## config.mk

```make
export PLATFORM = sky130hd
export DESIGN_NAME = fra_ctrl
export DESIGN_NICKNAME = d
export VERILOG_FILES = /design/src/hw/rtl/fra_pkg.sv /design/src/hw/rtl/fra_ctrl.sv
export SDC_FILE = /design/constraint.sdc
export NUM_CORES = 1
export LEC_CHECK = 0
export BUFFER_PORTS_ARGS = -buffer_cell sky130_fd_sc_hd__buf_2
export CORE_MARGIN = 2
export CORE_UTILIZATION = 42
export CTS_CLUSTER_SIZE = 25
export DETAILED_ROUTE_END_ITERATION = 16
export PLACE_DENSITY = 0.66
export SLEW_MARGIN = 20
export SYNTH_ARGS = -nofsm -noshare
export SYNTH_HDL_FRONTEND = slang
export SYNTH_SLANG_ARGS = --single-unit
```

## constraint.sdc

```tcl
create_clock -name clock -period 2.5 [get_ports clock]
set_input_delay 0.125 -clock clock [delete_from_list [all_inputs] [get_ports clock]]
set_output_delay 0.125 -clock clock [all_outputs]
set_load 0.03 [all_outputs]
```

## src/hw/rtl/fra_pkg.sv

```systemverilog
// fra_pkg: shared constants, the command enum and the status struct for the
// frame ring allocator. No dependencies.
`timescale 1ns / 1ps
`default_nettype none
package fra_pkg;
   localparam int SLICE_COUNT = 8;
   localparam int SLICE_W = $clog2(SLICE_COUNT);
   localparam logic [32:0] RING_MAX = 33'h1_0000_0000;
   localparam logic [32:0] BUF_RESET = 33'd16777216;
   localparam logic [32:0] USED_MAX = 33'h1_FFFF_FFFF;

   localparam logic [1:0] ST_OK = 2'd0;
   localparam logic [1:0] ST_NOFIT = 2'd1;
   localparam logic [1:0] ST_NOSLICE = 2'd2;

   localparam logic OP_ALLOC = 1'b0;
   localparam logic OP_END = 1'b1;

   // Datapath commands from the controller.
   typedef enum logic [3:0] {
      CMD_NONE = 4'd0,
      CMD_ALLOC_SETUP = 4'd1,   // latch item, size, o0 division start
      CMD_DIV_STEP = 4'd2,      // one restoring division bit
      CMD_ALLOC_MID = 4'd3,     // after o0 = off % b: fit check, start retry div
      CMD_ALLOC_POST = 4'd4,    // after retry div: offset, start count*size multiply
      CMD_ALIGN_START = 4'd5,   // advance running offset, start off+al-1 / al
      CMD_SLICE_STEP = 4'd6,    // one slice overlap compare
      CMD_ALLOC_DONE = 4'd7,    // rounded offset, result out
      CMD_END_FREE = 4'd8,      // free signalled slices, start s % b
      CMD_END_CLOSE = 4'd9,     // close slice, open new one, result out
      CMD_MUL_STEP = 4'd10      // one step of count*size
   } cmd_type;

   typedef struct packed {
      logic div_busy;
      logic mul_busy;
      logic nofit;
      logic fast;
      logic slice_last;
   } status_type;
endpackage
`default_nettype wire

```

## src/hw/rtl/fra_ctrl.sv

```systemverilog
// fra_ctrl: sequencing state machine of the frame ring allocator.
// Depends on fra_pkg.
`timescale 1ns / 1ps
`default_nettype none
module fra_ctrl (
   input  wire logic clock,
   input  wire logic reset,
   input  wire logic in_valid,
   input  wire logic in_op,
   output logic in_ready,
   input  wire logic out_busy,
   input  fra_pkg::status_type stat,
   output fra_pkg::cmd_type cmd
);
   typedef enum logic [10:0] {
      S_IDLE = 11'b00000000001,
      S_DIV0 = 11'b00000000010,
      S_MID = 11'b00000000100,
      S_DIV1 = 11'b00000001000,
      S_POST = 11'b00000010000,
      S_MUL = 11'b00000100000,
      S_ALIGN = 11'b00001000000,
      S_SLICE = 11'b00010000000,
      S_DONE = 11'b00100000000,
      S_EDIV = 11'b01000000000,
      S_CLOSE = 11'b10000000000
   } state_type;
   state_type state_ff, state_in;

   always_comb begin
      state_in = state_ff;
      cmd = fra_pkg::CMD_NONE;
      in_ready = 1'b0;
      unique case (state_ff)
         S_IDLE: begin
            in_ready = !out_busy;
            if (in_valid && !out_busy) begin
               if (in_op == fra_pkg::OP_ALLOC) begin
                  cmd = fra_pkg::CMD_ALLOC_SETUP;
                  state_in = S_DIV0;
               end else begin
                  cmd = fra_pkg::CMD_END_FREE;
                  state_in = S_EDIV;
               end
            end
         end
         S_DIV0: begin
            if (stat.nofit) state_in = S_IDLE;
            else if (stat.div_busy) cmd = fra_pkg::CMD_DIV_STEP;
            else state_in = S_MID;
         end
         S_MID: begin
            cmd = fra_pkg::CMD_ALLOC_MID;
            state_in = S_DIV1;
         end
         S_DIV1: begin
            if (stat.fast) state_in = S_POST;
            else if (stat.div_busy) cmd = fra_pkg::CMD_DIV_STEP;
            else state_in = S_POST;
         end
         S_POST: begin
            cmd = fra_pkg::CMD_ALLOC_POST;
            state_in = S_MUL;
         end
         S_MUL: begin
            if (stat.mul_busy) cmd = fra_pkg::CMD_MUL_STEP;
            else begin
               cmd = fra_pkg::CMD_ALIGN_START;
               state_in = S_ALIGN;
            end
         end
         S_ALIGN: begin
            if (stat.div_busy) cmd = fra_pkg::CMD_DIV_STEP;
            else state_in = S_SLICE;
         end
         S_SLICE: begin
            cmd = fra_pkg::CMD_SLICE_STEP;
            if (stat.slice_last) state_in = S_DONE;
         end
         S_DONE: begin
            cmd = fra_pkg::CMD_ALLOC_DONE;
            state_in = S_IDLE;
         end
         S_EDIV: begin
            if (stat.div_busy) cmd = fra_pkg::CMD_DIV_STEP;
            else state_in = S_CLOSE;
         end
         S_CLOSE: begin
            cmd = fra_pkg::CMD_END_CLOSE;
            state_in = S_IDLE;
         end
         default: state_in = S_IDLE;
      endcase
   end

   always_ff @(posedge clock) begin
      if (reset) state_ff <= S_IDLE;
      else state_ff <= state_in;
   end
endmodule
`default_nettype wire

```

Word level (Yosys, flattened, before mapping)
Index checks and enable logic that the tools add are counted.

word-level totals
  input port bits = 10
  output and inout port bits = 5
  word-level logic and storage cells = 42
  bits in registers = 11

cells by class
  reduce and logical (&&, ||, !) cells = 4
  equality and inequality tests = 18
  multiplexer cells = 19

operators with widths
  cell                                                                      count
  11-bit 2-to-1 mux                                                         9
  11-bit one-hot mux with 9 select lines                                    1
  4-bit one-hot mux with 10 select lines                                    1
  4-bit 2-to-1 mux                                                          3
  11-bit by 1-bit equality test with 1-bit output (second input constant)   1
  11-bit by 10-bit equality test with 1-bit output (second input constant)  1
  11-bit equality test (second input constant)                              1
  11-bit by 2-bit equality test with 1-bit output (second input constant)   1
  11-bit by 3-bit equality test with 1-bit output (second input constant)   1
  11-bit by 4-bit equality test with 1-bit output (second input constant)   1
  11-bit by 5-bit equality test with 1-bit output (second input constant)   1
  11-bit by 6-bit equality test with 1-bit output (second input constant)   1
  11-bit by 7-bit equality test with 1-bit output (second input constant)   1
  11-bit by 8-bit equality test with 1-bit output (second input constant)   1
  11-bit by 9-bit equality test with 1-bit output (second input constant)   1
  10-bit 2-to-1 mux                                                         1
  2-bit inequality test (second input constant)                             5
  7-bit AND reduction                                                       1
  2-bit 2-to-1 mux                                                          3
  3-bit inequality test (second input constant)                             2
  2-bit OR reduction                                                        1
  1-bit logical AND                                                         1
  1-bit logical NOT                                                         1
  1-bit 2-to-1 mux                                                          1

Longest topological paths before layout
  word-level depth = 4
  depth in mapped cells = 6
  depth with buffers taken out = 5

Least setup slack after synthesis
No wires, ideal clock.

  path type = flip-flop to output port
  start point = reg state_ff[9]
  end point = out cmd[0]
  stages on the path, launching flop included = 6
  arrival = 2.130 ns
  setup slack = 0.245 ns
  cells stage by stage = dfxtp_1 > buf_6 > or4_4 > nor3_1 > o211ai_1 > o311ai_1

on the way
  word-level cells in the longest chain between the ends = 3
  elaborated cells on any way between the ends = 13
  those cells by class = 11 x eq/ne; 1 x mux; 1 x reduce/logical

ends and longest elaborated chain
  item                                                                                                                        RTL line        RTL
  start, declared                                                                                                             fra_ctrl.sv:28  state_type state_ff, state_in;
  start signal, assigned                                                                                                      fra_ctrl.sv:98  else state_ff <= state_in;
  11-bit by 10-bit equality test with 1-bit output / 11-bit by 7-bit equality test with 1-bit output (equally long branches)  fra_ctrl.sv:34  unique case (state_ff)
  2-bit OR reduction (no source line)                                                                                         n/a
  4-bit one-hot mux with 10 select lines *                                                                                    fra_ctrl.sv:34
  end, declared                                                                                                               fra_ctrl.sv:13  output fra_pkg::cmd_type cmd

Mark *: on every way between the ends. The rest lies on a longest branch, timed or not.

Worst setup path in the final report
  start point = reg state_ff[10]
  end point = out cmd[1]

Same word-level chain as after synthesis.

==> results.py <==
metrics = {
    "run_status": {
        "status": "finished clean",
    },
    "clocking": {
        "h-tree-depth": 1,
        "numCtsBuffers": 3,
        "cts_tree": "yes",
        "clk_pin_slew_worst_paths_ns": 0.07,
        "cts_setup_buffers": 0,
        "cts_root_buf": "clkbuf_4",
        "clock_latency_ns": 0.27,
        "clock-sinks": 11,
        "cts_buffer_depth": 2,
    },
    "critical_path": {
        "worstPathCellList": "or4_1, or4b_4, or2_1, nand4_1, buf_2",
        "crit_slowest_cell": "or4_1",
        "worst-path-max-fanout": 8,
        "critPathRequiredTime_ns": 2.38,
        "worst-path-buf-inv": 1,
        "cp_top_family": "simple AND/OR/NAND/NOR gates",
        "rrSetupSlack_ns": 0.52,
        "worstSetupPathType": "flip-flop to output pin",
        "cp_data_arrival_time_ns": 2.27,
        "start_kind": "flip-flop",
        "max_stage_delay_ns": 0.53,
        "end_kind": "output pin",
    },
    "timing": {
        "timing.final.crit_share_pct": 95.9,
        "setup_viol": 0,
        "finClkSkew_ns": 0.00471,
        "holdWs_ns": 0.146,
        "relSlewSlack_pct": 67.0,
        "final_hold_viol_count": 0,
        "drv_slew": 0,
        "fmax_mhz": 417,
        "rsz0062_at_grt": "false",
        "setup_tns_ns": 0,
        "tightest_slew_ns": 0.494,
        "period_needed_ns": 2.40,
    },
    "run": {
        "max_cap_violations": 0,
    },
    "synth": {
        "synth_cell_types": 43,
        "avgSynthCellArea_um2": 7.93,
        "ys_seq_area_share_pct": 26.0,
        "synth_area_um2": 848,
        "synth_edf_count": 0,
        "ys.flop_type": "dfxtp_1",
        "synth_area_leader_cell": "dfxtp_1",
        "ys_warn_count": 0,
        "synth_fp_nets": 117,
        "synth_top_cells_by_count": "dfxtp_1, nor2_1, nand2_1",
        "netlist_top_cells_area": "dfxtp_1, nor4bb_1, nand4_1",
        "async_flop_share_pct": 0,
        "netlist_instances": 107,
        "synth_most_common_cell": "dfxtp_1",
        "synth_top_area_share_pct": 26.0,
        "ys_seq_elements": 11,
    },
    "layout": {
        "largest_register_ffs": 11,
        "drive_gt1_share_pct": 27.7,
        "fill_cells": 207,
        "max_flop_register": "state_ff",
        "reg_top3": "state_ff: 11 flops",
        "syn2layout_area_growth_pct": 13.9,
        "antenna_cells": 0,
        "final_nets": 130,
    },
    "global_routing": {
        "grt_pass1_vias": 801,
        "grt_pass1_wl_um": 3710,
        "overflow": 0,
        "antenna_found_initial": 0,
        "grt_usage_pct": 19.8,
        "grt_max_degree": 12,
    },
    "die": {
        "fp.dieW_um": 48.9,
        "io_pins": 15,
        "start_util_pct": 43.7,
        "rows": 16,
        "design.core.area_um2": 1940,
        "die_area_um2": 2400,
        "die_y_um": 48.9,
    },
    "place": {
        "gp_congestion": 0.831,
        "dp_hpwl_um": 1580,
        "numPortBuffers": 14,
    },
    "detailed_routing": {
        "ant_nets": 0,
        "drt_iter0_markers": 19,
        "drc": 0,
        "firstDrtPassIters": 4,
        "vias": 864,
        "avgViaCountPerCell": 5.92,
        "wire_per_inst_um": 14.5,
        "routed_wl_um": 2120,
    },
    "pwr": {
        "peakVddDrop_mv": 0.339,
        "power.density_nw_per_um2": 414,
        "leakage_nw": 0.350,
    },
    "hold_path": {
        "hold_class": "input port to flip-flop",
    },
}
per-layer routing:
metal,track usage [%],wire length [um]
met5,0,0
met4,5.71,36
met3,5.52,77
met2,32.0,1050
met1,25.5,960
worst paths after layout:
check | cells after the start | start | end
min | 3 | in_op | state_ff[1]
min reg2reg | 2 | state_ff[9] | state_ff[10]
max reg2reg | 5 | state_ff[10] | state_ff[7]
max | 5 | state_ff[10] | cmd[1]
tightest hold or removal path, stage by stage:
cell and delay, ns:
buf_2 0.09, or3_4 0.12, a21oi_2 0.05
what timing repair did:
item / CTS / global route
resized for setup: 0 / 4
setup endpoints to repair: 0 / 3
hold buffers: 0 / 0
placed cells by master, fill, tap and decap left out, types with 5 or more instances in the layout:
| cell | count |
|---|---|
| nand2b_1 | 5 |
| nor3_1 | 5 |
| buf_2 | 13 |
| nor2_1 | 9 |
| dfxtp_1 | 9 |
| nand2_1 | 7 |
| nand4_1 | 6 |
layout make-up:
| cell class | instances | area (um2) | share of cell area, % |
|---|---|---|---|
| inverter | 1 | 3.75 | 0.389 |
| clock buffer | 4 | 26.3 | 2.72 |
| tap | 27 | 33.8 | 3.50 |
| multi-input combinational | 86 | 584 | 60.5 |
| timing repair buffer | 17 | 95.1 | 9.84 |
| sequential | 11 | 223 | 23.1 |
power breakdown:
| group | internal (mW) | switching, mW |
|---|---|---|
| clock | 0.0619 | 0.0631 |
| sequential | 0.179 | 0.00626 |
| combinational | 0.0383 | 0.0517 |
logic make-up after synthesis:
| kind of cell | after synthesis | synth area share, % |
|---|---|---|
| AO/OA/AOI/OAI | 21 | 16.8 |
| XOR/XNOR | 4 | 4.13 |
| buffers and inverters | 10 | 5.75 |
| flip-flops | 11 | 26.0 |
| AND/OR/NAND/NOR | 61 | 47.3 |
stage by stage:
step	total power, mW	std cells	setup slack (ns)	instance area, um2	utilization [%]
finish	0.400	146	0.103	966	49.7
CTS	0.399	146	0.000570	956	49.2
global placement	0.275	142	0.355	930	47.9
detailed placement	0.275	142	0.308	930	47.9
floorplan	0.252	107	0.245	848	-
global route	0.424	146	0.000225	966	49.7
No activity file was read; power rests on OpenSTA's default activity.
