`src/hw/rtl/fra_pkg.sv`:
```
// fra_pkg: shared constants, the command enum and the status struct for the
// frame ring allocator. No dependencies.
`timescale 1ns / 1ps
`default_nettype none
package fra_pkg;
   localparam int SLICE_COUNT = 8;
   localparam int SLICE_W = $clog2(SLICE_COUNT);
   localparam logic [32:0] RING_MAX = 33'h1_0000_0000;
   localparam logic [32:0] BUF_RESET = 33'd16777216;
   localparam logic [32:0] USED_MAX = 33'h1_FFFF_FFFF;

   localparam logic [1:0] ST_OK = 2'd0;
   localparam logic [1:0] ST_NOFIT = 2'd1;
   localparam logic [1:0] ST_NOSLICE = 2'd2;

   localparam logic OP_ALLOC = 1'b0;
   localparam logic OP_END = 1'b1;

   // Datapath commands from the controller.
   typedef enum logic [3:0] {
      CMD_NONE = 4'd0,
      CMD_ALLOC_SETUP = 4'd1,   // latch item, size, o0 division start
      CMD_DIV_STEP = 4'd2,      // one restoring division bit
      CMD_ALLOC_MID = 4'd3,     // after o0 = off % b: fit check, start retry div
      CMD_ALLOC_POST = 4'd4,    // after retry div: offset, start count*size multiply
      CMD_ALIGN_START = 4'd5,   // advance running offset, start off+al-1 / al
      CMD_SLICE_STEP = 4'd6,    // one slice overlap compare
      CMD_ALLOC_DONE = 4'd7,    // rounded offset, result out
      CMD_END_FREE = 4'd8,      // free signalled slices, start s % b
      CMD_END_CLOSE = 4'd9,     // close slice, open new one, result out
      CMD_MUL_STEP = 4'd10      // one step of count*size
   } cmd_type;

   typedef struct packed {
      logic div_busy;
      logic mul_busy;
      logic nofit;
      logic fast;
      logic slice_last;
   } status_type;
endpackage
`default_nettype wire

```
`src/hw/rtl/fra_dp.sv`:
```
// fra_dp: datapath of the frame ring allocator: slice table, running offset,
// shared restoring divider, shift-add multiplier and result register.
// Depends on fra_pkg.
`timescale 1ns / 1ps
`default_nettype none
module fra_dp (
   input  wire logic clock,
   input  wire logic reset,
   input  fra_pkg::cmd_type cmd,
   output fra_pkg::status_type stat,
   input  wire logic [31:0] in_alloc_size,
   input  wire logic [16:0] in_alignment,
   input  wire logic [7:0] in_signaled_mask,
   input  wire logic cfg_we,
   input  wire logic [32:0] cfg_data,
   output logic out_valid,
   input  wire logic out_ready,
   output logic [31:0] out_aligned_offset,
   output logic [7:0] out_wait_mask,
   output logic [7:0] out_fenced_mask,
   output logic [32:0] out_used_bytes,
   output logic [1:0] out_status
);
   localparam int N = fra_pkg::SLICE_COUNT;
   localparam int SW = fra_pkg::SLICE_W;

   logic [32:0] buf_ff;
   logic [63:0] run_ff;
   logic [63:0] sstart_ff [N];
   logic [32:0] slen_ff [N];
   logic [N-1:0] inuse_ff, inuse_in;
   logic [SW-1:0] cur_ff;

   logic [33:0] size_ff;     // alloc_size + alignment (zero alignment counts as one)
   logic [16:0] al_ff;
   logic [32:0] off_ff;
   logic [SW-1:0] idx_ff;
   logic [7:0] wait_ff;
   logic fast_ff, nofit_ff;

   // divider: 64-bit dividend by 34-bit divisor, one quotient bit per step
   logic [63:0] dq_ff;       // dividend shifting into quotient
   logic [33:0] drem_ff;
   logic [33:0] dden_ff;
   logic [6:0] dcnt_ff;
   // multiplier: cnt * size, one bit per step
   logic [63:0] macc_ff, mmc_ff, msh_ff;
   logic [6:0] mcnt_ff;

   logic [32:0] bsz;
   always_comb begin
      if (buf_ff == 33'd0) bsz = 33'd1;
      else if (buf_ff > fra_pkg::RING_MAX) bsz = fra_pkg::RING_MAX;
      else bsz = buf_ff;
   end

   logic [34:0] rem_sh;
   logic [34:0] rem_sub;
   always_comb begin
      rem_sh = {drem_ff, dq_ff[63]};
      rem_sub = rem_sh - {1'b0, dden_ff};
   end

   // end frame figures
   logic [63:0] range_w;
   logic [32:0] er_w;
   logic [33:0] sn_er;
   logic wrap_w;
   logic [1:0] need_w;
   logic [N-1:0] freed_w;
   logic [3:0] nfree_w;
   logic [SW-1:0] low1_w, low2_w;
   logic [N-1:0] after1_w;
   always_comb begin
      range_w = run_ff - sstart_ff[cur_ff];
      er_w = (range_w > {31'd0, bsz}) ? bsz : range_w[32:0];
      sn_er = {1'b0, drem_ff[32:0]} + {1'b0, er_w};
      wrap_w = (range_w != 64'd0) && (sn_er > {1'b0, bsz});
      need_w = (range_w == 64'd0) ? 2'd0 : (wrap_w ? 2'd2 : 2'd1);
      freed_w = inuse_ff;
      nfree_w = '0;
      low1_w = '0;
      low2_w = '0;
      for (int i = 0; i < N; i++) begin
         if (!freed_w[i]) nfree_w = nfree_w + 4'd1;
      end
      for (int i = N - 1; i >= 0; i--) begin
         if (!freed_w[i]) low1_w = SW'(i);
      end
      after1_w = freed_w;
      if (wrap_w) after1_w[low1_w] = 1'b1;
      else if (range_w == 64'd0) after1_w[cur_ff] = 1'b0;
      for (int i = N - 1; i >= 0; i--) begin
         if (!after1_w[i]) low2_w = SW'(i);
      end
   end

   always_comb begin
      inuse_in = after1_w;
      inuse_in[low2_w] = 1'b1;
   end

   // overlap test for slice idx_ff
   logic hit_w;
   always_comb begin
      if ({31'd0, off_ff} <= sstart_ff[idx_ff])
         hit_w = ({31'd0, off_ff} + {30'd0, size_ff}) > sstart_ff[idx_ff];
      else
         hit_w = ({1'b0, sstart_ff[idx_ff]} + {32'd0, slen_ff[idx_ff]})
                 > {32'd0, off_ff};
      hit_w = hit_w && inuse_ff[idx_ff] && (idx_ff != cur_ff);
   end

   logic [33:0] o0size;
   assign o0size = {1'b0, drem_ff[32:0]} + size_ff;

   // round-up: (off + al - 1) minus its remainder modulo al
   logic [33:0] al_up_w;
   assign al_up_w = {1'b0, off_ff} + {17'd0, al_ff} - 34'd1 - drem_ff;

   always_comb begin
      stat.div_busy = dcnt_ff != 7'd0;
      stat.mul_busy = mcnt_ff != 7'd0;
      stat.nofit = nofit_ff;
      stat.fast = fast_ff;
      stat.slice_last = idx_ff == SW'(N - 1);
   end

   always_ff @(posedge clock) begin
      if (reset) begin
         buf_ff <= fra_pkg::BUF_RESET;
         run_ff <= '0;
         inuse_ff <= N'(1);
         cur_ff <= '0;
         out_valid <= 1'b0;
         dcnt_ff <= '0;
         mcnt_ff <= '0;
         nofit_ff <= 1'b0;
         for (int i = 0; i < N; i++) begin
            sstart_ff[i] <= '0;
            slen_ff[i] <= '0;
         end
      end else begin
         if (cfg_we) buf_ff <= cfg_data;
         if (out_valid && out_ready) out_valid <= 1'b0;
         unique case (cmd)
            fra_pkg::CMD_ALLOC_SETUP: begin
               al_ff <= (in_alignment == 17'd0) ? 17'd1 : in_alignment;
               size_ff <= {2'b0, in_alloc_size} +
                          ((in_alignment == 17'd0) ? 34'd1 : {17'd0, in_alignment});
               nofit_ff <= ({2'b0, in_alloc_size} +
                  ((in_alignment == 17'd0) ? 34'd1 : {17'd0, in_alignment}))
                  >= {1'b0, bsz};
               if (({2'b0, in_alloc_size} +
                  ((in_alignment == 17'd0) ? 34'd1 : {17'd0, in_alignment}))
                  >= {1'b0, bsz}) begin
                  out_valid <= 1'b1;
                  out_aligned_offset <= '0;
                  out_wait_mask <= '0;
                  out_fenced_mask <= '0;
                  out_used_bytes <= '0;
                  out_status <= fra_pkg::ST_NOFIT;
               end else begin
                  dq_ff <= run_ff;
                  drem_ff <= '0;
                  dden_ff <= {1'b0, bsz};
                  dcnt_ff <= 7'd64;
               end
            end
            fra_pkg::CMD_DIV_STEP: begin
               if (!rem_sub[34]) begin
                  drem_ff <= rem_sub[33:0];
                  dq_ff <= {dq_ff[62:0], 1'b1};
               end else begin
                  drem_ff <= rem_sh[33:0];
                  dq_ff <= {dq_ff[62:0], 1'b0};
               end
               dcnt_ff <= dcnt_ff - 7'd1;
            end
            fra_pkg::CMD_ALLOC_MID: begin
               nofit_ff <= 1'b0;
               if (o0size < {1'b0, bsz}) begin
                  fast_ff <= 1'b1;
                  off_ff <= drem_ff[32:0];
               end else begin
                  fast_ff <= 1'b0;
                  dq_ff <= {30'd0, o0size - {1'b0, bsz}};
                  drem_ff <= '0;
                  dden_ff <= {1'b0, bsz} - size_ff;
                  dcnt_ff <= 7'd64;
               end
            end
            fra_pkg::CMD_ALLOC_POST: begin
               if (!fast_ff) begin
                  off_ff <= drem_ff[32:0];
               end
               macc_ff <= '0;
               mmc_ff <= fast_ff ? 64'd1 : dq_ff + 64'd2;
               msh_ff <= {30'd0, size_ff};
               mcnt_ff <= 7'd64;
            end
            fra_pkg::CMD_MUL_STEP: begin
               if (mmc_ff[0]) macc_ff <= macc_ff + msh_ff;
               mmc_ff <= mmc_ff >> 1;
               msh_ff <= msh_ff << 1;
               mcnt_ff <= (mmc_ff[63:1] == 63'd0) ? 7'd0 : mcnt_ff - 7'd1;
            end
            fra_pkg::CMD_ALIGN_START: begin
               run_ff <= run_ff + macc_ff;
               dq_ff <= {31'd0, off_ff} + {47'd0, al_ff} - 64'd1;
               drem_ff <= '0;
               dden_ff <= {17'd0, al_ff};
               dcnt_ff <= 7'd64;
               idx_ff <= '0;
               wait_ff <= '0;
            end
            fra_pkg::CMD_SLICE_STEP: begin
               wait_ff[idx_ff] <= hit_w;
               idx_ff <= idx_ff + SW'(1);
            end
            fra_pkg::CMD_ALLOC_DONE: begin
               out_valid <= 1'b1;
               out_aligned_offset <= al_up_w[31:0];
               out_wait_mask <= wait_ff;
               out_fenced_mask <= '0;
               out_used_bytes <= '0;
               out_status <= fra_pkg::ST_OK;
            end
            fra_pkg::CMD_END_FREE: begin
               for (int i = 0; i < N; i++) begin
                  if (inuse_ff[i] && SW'(i) != cur_ff && in_signaled_mask[i]) begin
                     inuse_ff[i] <= 1'b0;
                     sstart_ff[i] <= '0;
                     slen_ff[i] <= '0;
                  end
               end
               dq_ff <= sstart_ff[cur_ff];
               drem_ff <= '0;
               dden_ff <= {1'b0, bsz};
               dcnt_ff <= 7'd64;
            end
            fra_pkg::CMD_END_CLOSE: begin
               out_valid <= 1'b1;
               out_aligned_offset <= '0;
               out_wait_mask <= '0;
               if ({2'b0, nfree_w} < {4'd0, need_w}) begin
                  out_fenced_mask <= '0;
                  out_used_bytes <= '0;
                  out_status <= fra_pkg::ST_NOSLICE;
               end else begin
                  out_status <= fra_pkg::ST_OK;
                  out_used_bytes <= (range_w > {31'd0, fra_pkg::USED_MAX}) ?
                                    fra_pkg::USED_MAX : range_w[32:0];
                  if (range_w == 64'd0) begin
                     out_fenced_mask <= '0;
                     // dropped slice may come straight back as the new one
                     if (low2_w != cur_ff) begin
                        sstart_ff[cur_ff] <= '0;
                        slen_ff[cur_ff] <= '0;
                     end
                  end else if (wrap_w) begin
                     sstart_ff[cur_ff] <= {31'd0, drem_ff[32:0]};
                     slen_ff[cur_ff] <= bsz - drem_ff[32:0];
                     sstart_ff[low1_w] <= '0;
                     slen_ff[low1_w] <= er_w - (bsz - drem_ff[32:0]);
                     out_fenced_mask <= (8'd1 << cur_ff) | (8'd1 << low1_w);
                  end else begin
                     sstart_ff[cur_ff] <= {31'd0, drem_ff[32:0]};
                     slen_ff[cur_ff] <= er_w;
                     out_fenced_mask <= 8'd1 << cur_ff;
                  end
                  inuse_ff <= inuse_in;
                  sstart_ff[low2_w] <= run_ff;
                  slen_ff[low2_w] <= '0;
                  cur_ff <= low2_w;
               end
            end
            default: begin
            end
         endcase
      end
   end
endmodule
`default_nettype wire

```
`config.mk`:
```
export PLATFORM = sky130hd
export DESIGN_NAME = fra_dp
export DESIGN_NICKNAME = d
export VERILOG_FILES = /design/src/hw/rtl/fra_pkg.sv /design/src/hw/rtl/fra_dp.sv
export SDC_FILE = /design/constraint.sdc
export NUM_CORES = 2
export LEC_CHECK = 0
export BUFFER_PORTS_ARGS = -buffer_cell sky130_fd_sc_hd__buf_2
export CAP_MARGIN = 10
export CORE_MARGIN = 8
export CORE_UTILIZATION = 55
export CTS_BUF_LIST = sky130_fd_sc_hd__clkbuf_4
export CTS_CLUSTER_DIAMETER = 150
export CTS_CLUSTER_SIZE = 24
export DETAILED_ROUTE_END_ITERATION = 8
export PLACE_DENSITY = 0.71
export SYNTH_ARGS = -nofsm -noshare
export SYNTH_HDL_FRONTEND = slang
export SYNTH_SLANG_ARGS = --single-unit
```
`constraint.sdc`:
```
create_clock -name clock -period 20 [get_ports clock]
set_clock_uncertainty 0.2 [all_clocks]
set_input_delay 0 -clock clock [delete_from_list [all_inputs] [get_ports clock]]
set_output_delay 0 -clock clock [all_outputs]
set_load 0.02 [all_outputs]
```
* After elaboration in Yosys (flattened, before gate mapping) *
Memories as Yosys holds them, arrays and structs flattened. A register that Yosys moved wholly into a read port is not among the register bits.
Index checks and enable logic that the tools add are counted.

word-level totals
  logic and storage cells = 412
  output and inout bits = 89
  flip-flop bits (word level) = 627
  input bits = 98
  memories kept = 2
  bits in writable memories = 776

memories
  memory     depth  bits a word  read ports  clocked after memory_dff  wr ports  line          RTL
  sstart_ff  8      64           2           2                         8         fra_dp.sv:29  logic [63:0] sstart_ff [N];
  slen_ff    8      33           1           1                         8         fra_dp.sv:30  logic [32:0] slen_ff [N];

operators by class
  add/sub/neg operators = 29
  reductions and logical operators = 69
  multiplexer cells = 198
  bitwise gates (word level) = 27
  shifts and indexed selects = 2
  $lt $le $gt $ge = 18
  equal/unequal tests = 35

operators with widths
  cell                   number
  $mux 64                17
  $mux 33                21
  $pmux 64 s2            3
  $pmux 64 s5            1
  $pmux 34 s4            2
  $reduce_or 64->1       3
  $mux 34                5
  $add 64x64->64         2
  $pmux 33 s3            1
  $reduce_or 33->1       3
  $pmux 32 s3            1
  $mux 1                 81
  $mux 3                 26
  $pmux 33 s2            1
  $sub 33x33->33         2
  $add 64x33->65         1
  $gt 65x33->1           1
  $add 64x2->64 const B  1
  $gt 35x64->1           1
  $gt 64x33->1           1
  $gt 64x33->1 const B   1
  $le 33x64->1           1
  $logic_not 64->1       1
  $reduce_bool 64->1     1
  other kinds (68)       200

* Depth between registers and ports, before layout *
  word-level depth = 33
  gate-level depth with buffers = 76

* Worst setup path before layout *
OpenSTA, ideal clock, no wires.

  path kind = reg2reg
  start point = register with a tool-made name
  end point = memory sstart_ff[6][0] (enable)
  stages on the path, launching flop included = 69
  path buffers = 8
  arrival = 17.555 ns
  setup slack = 1.671 ns
  path through = dfxtp_1 buf_1 buf_1 buf_1 mux4_2 mux2i_1 ha_1 a211oi_2 o211ai_2 a41oi_2 o31ai_2 o21ai_2 o21ai_1 xor2_1 ha_1 a21o_1 a21oi_1 nor2b_1 [33 not listed] a21oi_1 o21ai_0 nand2_1 o2111ai_1 a221oi_1 a31oi_1 a2111oi_0 nand2_1 nand2_1 ha_1 or2_2 o31a_1 o21ai_1 nor2_1 buf_2 clkbuf_1 nand2_1 o21ai_0

RTL lines
  element        line
  end, declared  fra_dp.sv:29

==> impl_metrics.tcl <==
set metrics [dict create \
    drt-pass1-iter-count 9 \
    grt_antenna_before_repair 59 \
    cts.path.max_buffers 3 \
    slowest_stage "dfxtp_4" \
    min_period_over_period 0.922 \
    syn-mean-instance-area_um2 9.67 \
    crit_type "reg -> reg" \
    initial_core_util 0.554 \
    die_area_mm2 0.196 \
    nFillCells 15000 \
    grt_max_degree 103 \
    multi_input_comb_area_mm2 0.0580 \
    rsz0062_at_grt "false" \
    clk_latency_ns 1.33 \
    root_buffer "clkbuf_4" \
    coreArea_mm2 0.181 \
    rows 156 \
    regArea_mm2 0.0384 \
    worstHoldStart "reset" \
    hp-class "in -> reg" \
    drcViolationCount 0 \
    hold_violations 0 \
    drv_slew 0 \
    yosysSeqAreaShare 0.383 \
    crit_top_cell "o21ai_0" \
    gp_congestion 1.07 \
    status "finished, final reports clean" \
    yosys_warnings 0 \
    grt_pass1_vias 85500 \
    reg2reg_slack_ns 1.56 \
    p_per_area_mw_per_mm2 60.6 \
    holdPathStages 5 \
    drt-vias-per-instance 6.94 \
    synth_area_mm2 0.100 \
    clkSinkCount 1408 \
    vdd_drop_max_mv 0.0825 \
    worst_slew_pin_slew_ns 1.26 \
    ys_types 115 \
    cp-end-kind "flop" \
    dr_total_vias 90900 \
    fin_cells 13100 \
    final_common_cell "edfxtp_1" \
    area_delta_synth_final_pct 8.55 \
    numPortBuffers 186 \
    dp_hpwl_mm 310 \
    drt_iter0_drc 13800 \
    synth_area_leaders "edfxtp_1 30%, ha_1 10%, dfxtp_1 7.9%" \
    slew_headroom 0.133 \
    syn-num-nets 11300 \
    ant_nets 0 \
    setup_viol 0 \
    fin_crit_ns 18.44 \
    htree_levels 3 \
    numCtsBuffers 70 \
    drive_above_1_share 0.0990 \
    ys_ff_latch 1408 \
    startpoint_type "flop" \
    crit_path_max_incr_delay_ns 0.89 \
    max_freq_mhz 54.2 \
    r2r-end "sstart_ff[0][54]" \
    tns_ns 0 \
    synth_ff_type "edfxtp_1" \
    required_ns 20.72 \
    track_usage 0.416 \
    layout_common_cells "1014 x edfxtp_1, 973 x nand2_1, 938 x nor2_1" \
    cts_tree "done" \
    path_max_fanout 40 \
    syn_inst 10400 \
    fin_hold_ws_ns 0.140 \
    wirelength_mm 427 \
    ios 187 \
    place_inst 12600 \
    wl_per_cell_um 32.6 \
    r2r_cells 64 \
    grt_overflow_total 0 \
    cap_violations 0 \
    yosysTopAreaCell "edfxtp_1" \
    whs_endpoint "run_ff[61]" \
    grt_first_pass_wirelength_mm 602 \
    die_w_um 443 \
    clk_pin_slew_ns 0.25 \
    die_h_um 443 \
    critical_path_arrival_ns 19.16 \
    synth_edf_count 1014 \
    leakagePower_nw 43.1 \
    synthArstFlopShare 0 \
    yosysTopAreaCellShare 0.304 \
    nets 11600 \
]
## where the power goes
group	total [mW]	internal, mW	switching [mW]
registers	3.32	3.22	0.0955
logic	2.04	0.707	1.34
clock network	1.22	0.266	0.959
## per-stage QoR
step                setup slack [ns]  area [um^2]  power (mW)   util
global placement                2.32       104000        5.23  0.577
finish                          1.56       109000        6.59  0.601
detailed placement              2.14       104000        5.25  0.577
floorplan                       1.67       100000        4.54      -
CTS                             1.96       109000        6.48  0.601
global route                   0.482       109000        6.77  0.601
## worst max-delay path: cells and delay by family, from the launching register on
family / cells / cell delay, ns
buf+inv: 8 / 2.05
xor+xnor: 2 / 0.73
flops: 1 / 0.89
compound gates: 38 / 9.50
simple gates: 9 / 1.30
mux: 3 / 1.80
fa+ha+maj: 4 / 1.45
## layout make-up
type                       instances  area share
timing repair buffer             794      0.0593
sequential                      1408       0.353
clock buffer                     109     0.00753
multi-input combinational       7888       0.534
inverter                         500      0.0173
clock inverter                    13     0.00123
tap                             2370      0.0273
antenna                           27    0.000622
## registers in the layout (all words and copies together) (netlist names), 7 cells and up, named ones only
name,count
al_ff,17
buf_ff,33
dcnt_ff,7
dden_ff,34
dq_ff,64
drem_ff,34
freed_w,8
macc_ff,64
mcnt_ff,7
mmc_ff,64
msh_ff,64
off_ff,33
out_aligned_offset,32
out_fenced_mask,8
out_used_bytes,33
out_wait_mask,8
run_ff,64
size_ff,33
slen_ff,264
sstart_ff,512
wait_ff,8
## repair_timing
| item | in CTS | in global routing |
|---|---|---|
| endpoints found under the hold margin | 1446 | 0 |
| setup buffers | 0 | 0 |
| resized for setup | 0 | 0 |
| hold buffers | 333 | 0 |
## worst max path at each step
| stage | startpoint | to | slack (ns) | cells past startpoint |
|---|---|---|---|---|
| final | flop | sstart_ff[0][54] | 1.56 | 64 |
| after global routing | flop | sstart_ff[0][58] | 0.48 | 64 |
| after CTS | flop | sstart_ff[4][46] | 1.96 | 64 |
| after detailed placement | flop | sstart_ff[4][44] | 2.14 | 64 |
| after global placement | flop | sstart_ff[4][45] | 2.32 | 64 |
| after floorplan | flop | sstart_ff[6][0] | 1.67 | 68 |
## synthesized netlist by cell type (all sizes together), types with 261 or more instances
cell and count:
a21oi 642, edfxtp 1014, ha 809, nand2 974
xnor2 334, and2 261, mux4 269, nor2 953
dfxtp 394, inv 500, o21ai 553, clkbuf 429
## logic make-up (layout without fill, tap and decap cells)
kind of cell	Yosys count	after routing	share of synthesized area
muxes	485	485	0.0827
other	0	27	0
and+or+nand+nor	3381	3381	0.160
DFF	1408	1408	0.383
adders and majority gates	842	842	0.108
buffers and inverters	1061	1416	0.0411
xor gates and xnor gates	550	550	0.0483
AOI/OAI and AO/OA	2630	2630	0.177
## routing by layer
metal  GRT usage  part of all wire
met1       0.555              0.38
met2       0.600              0.41
met3       0.142              0.14
met4       0.209             0.064
met5           0           0.00071
Note: power is estimated with default switching activity, not from simulation.
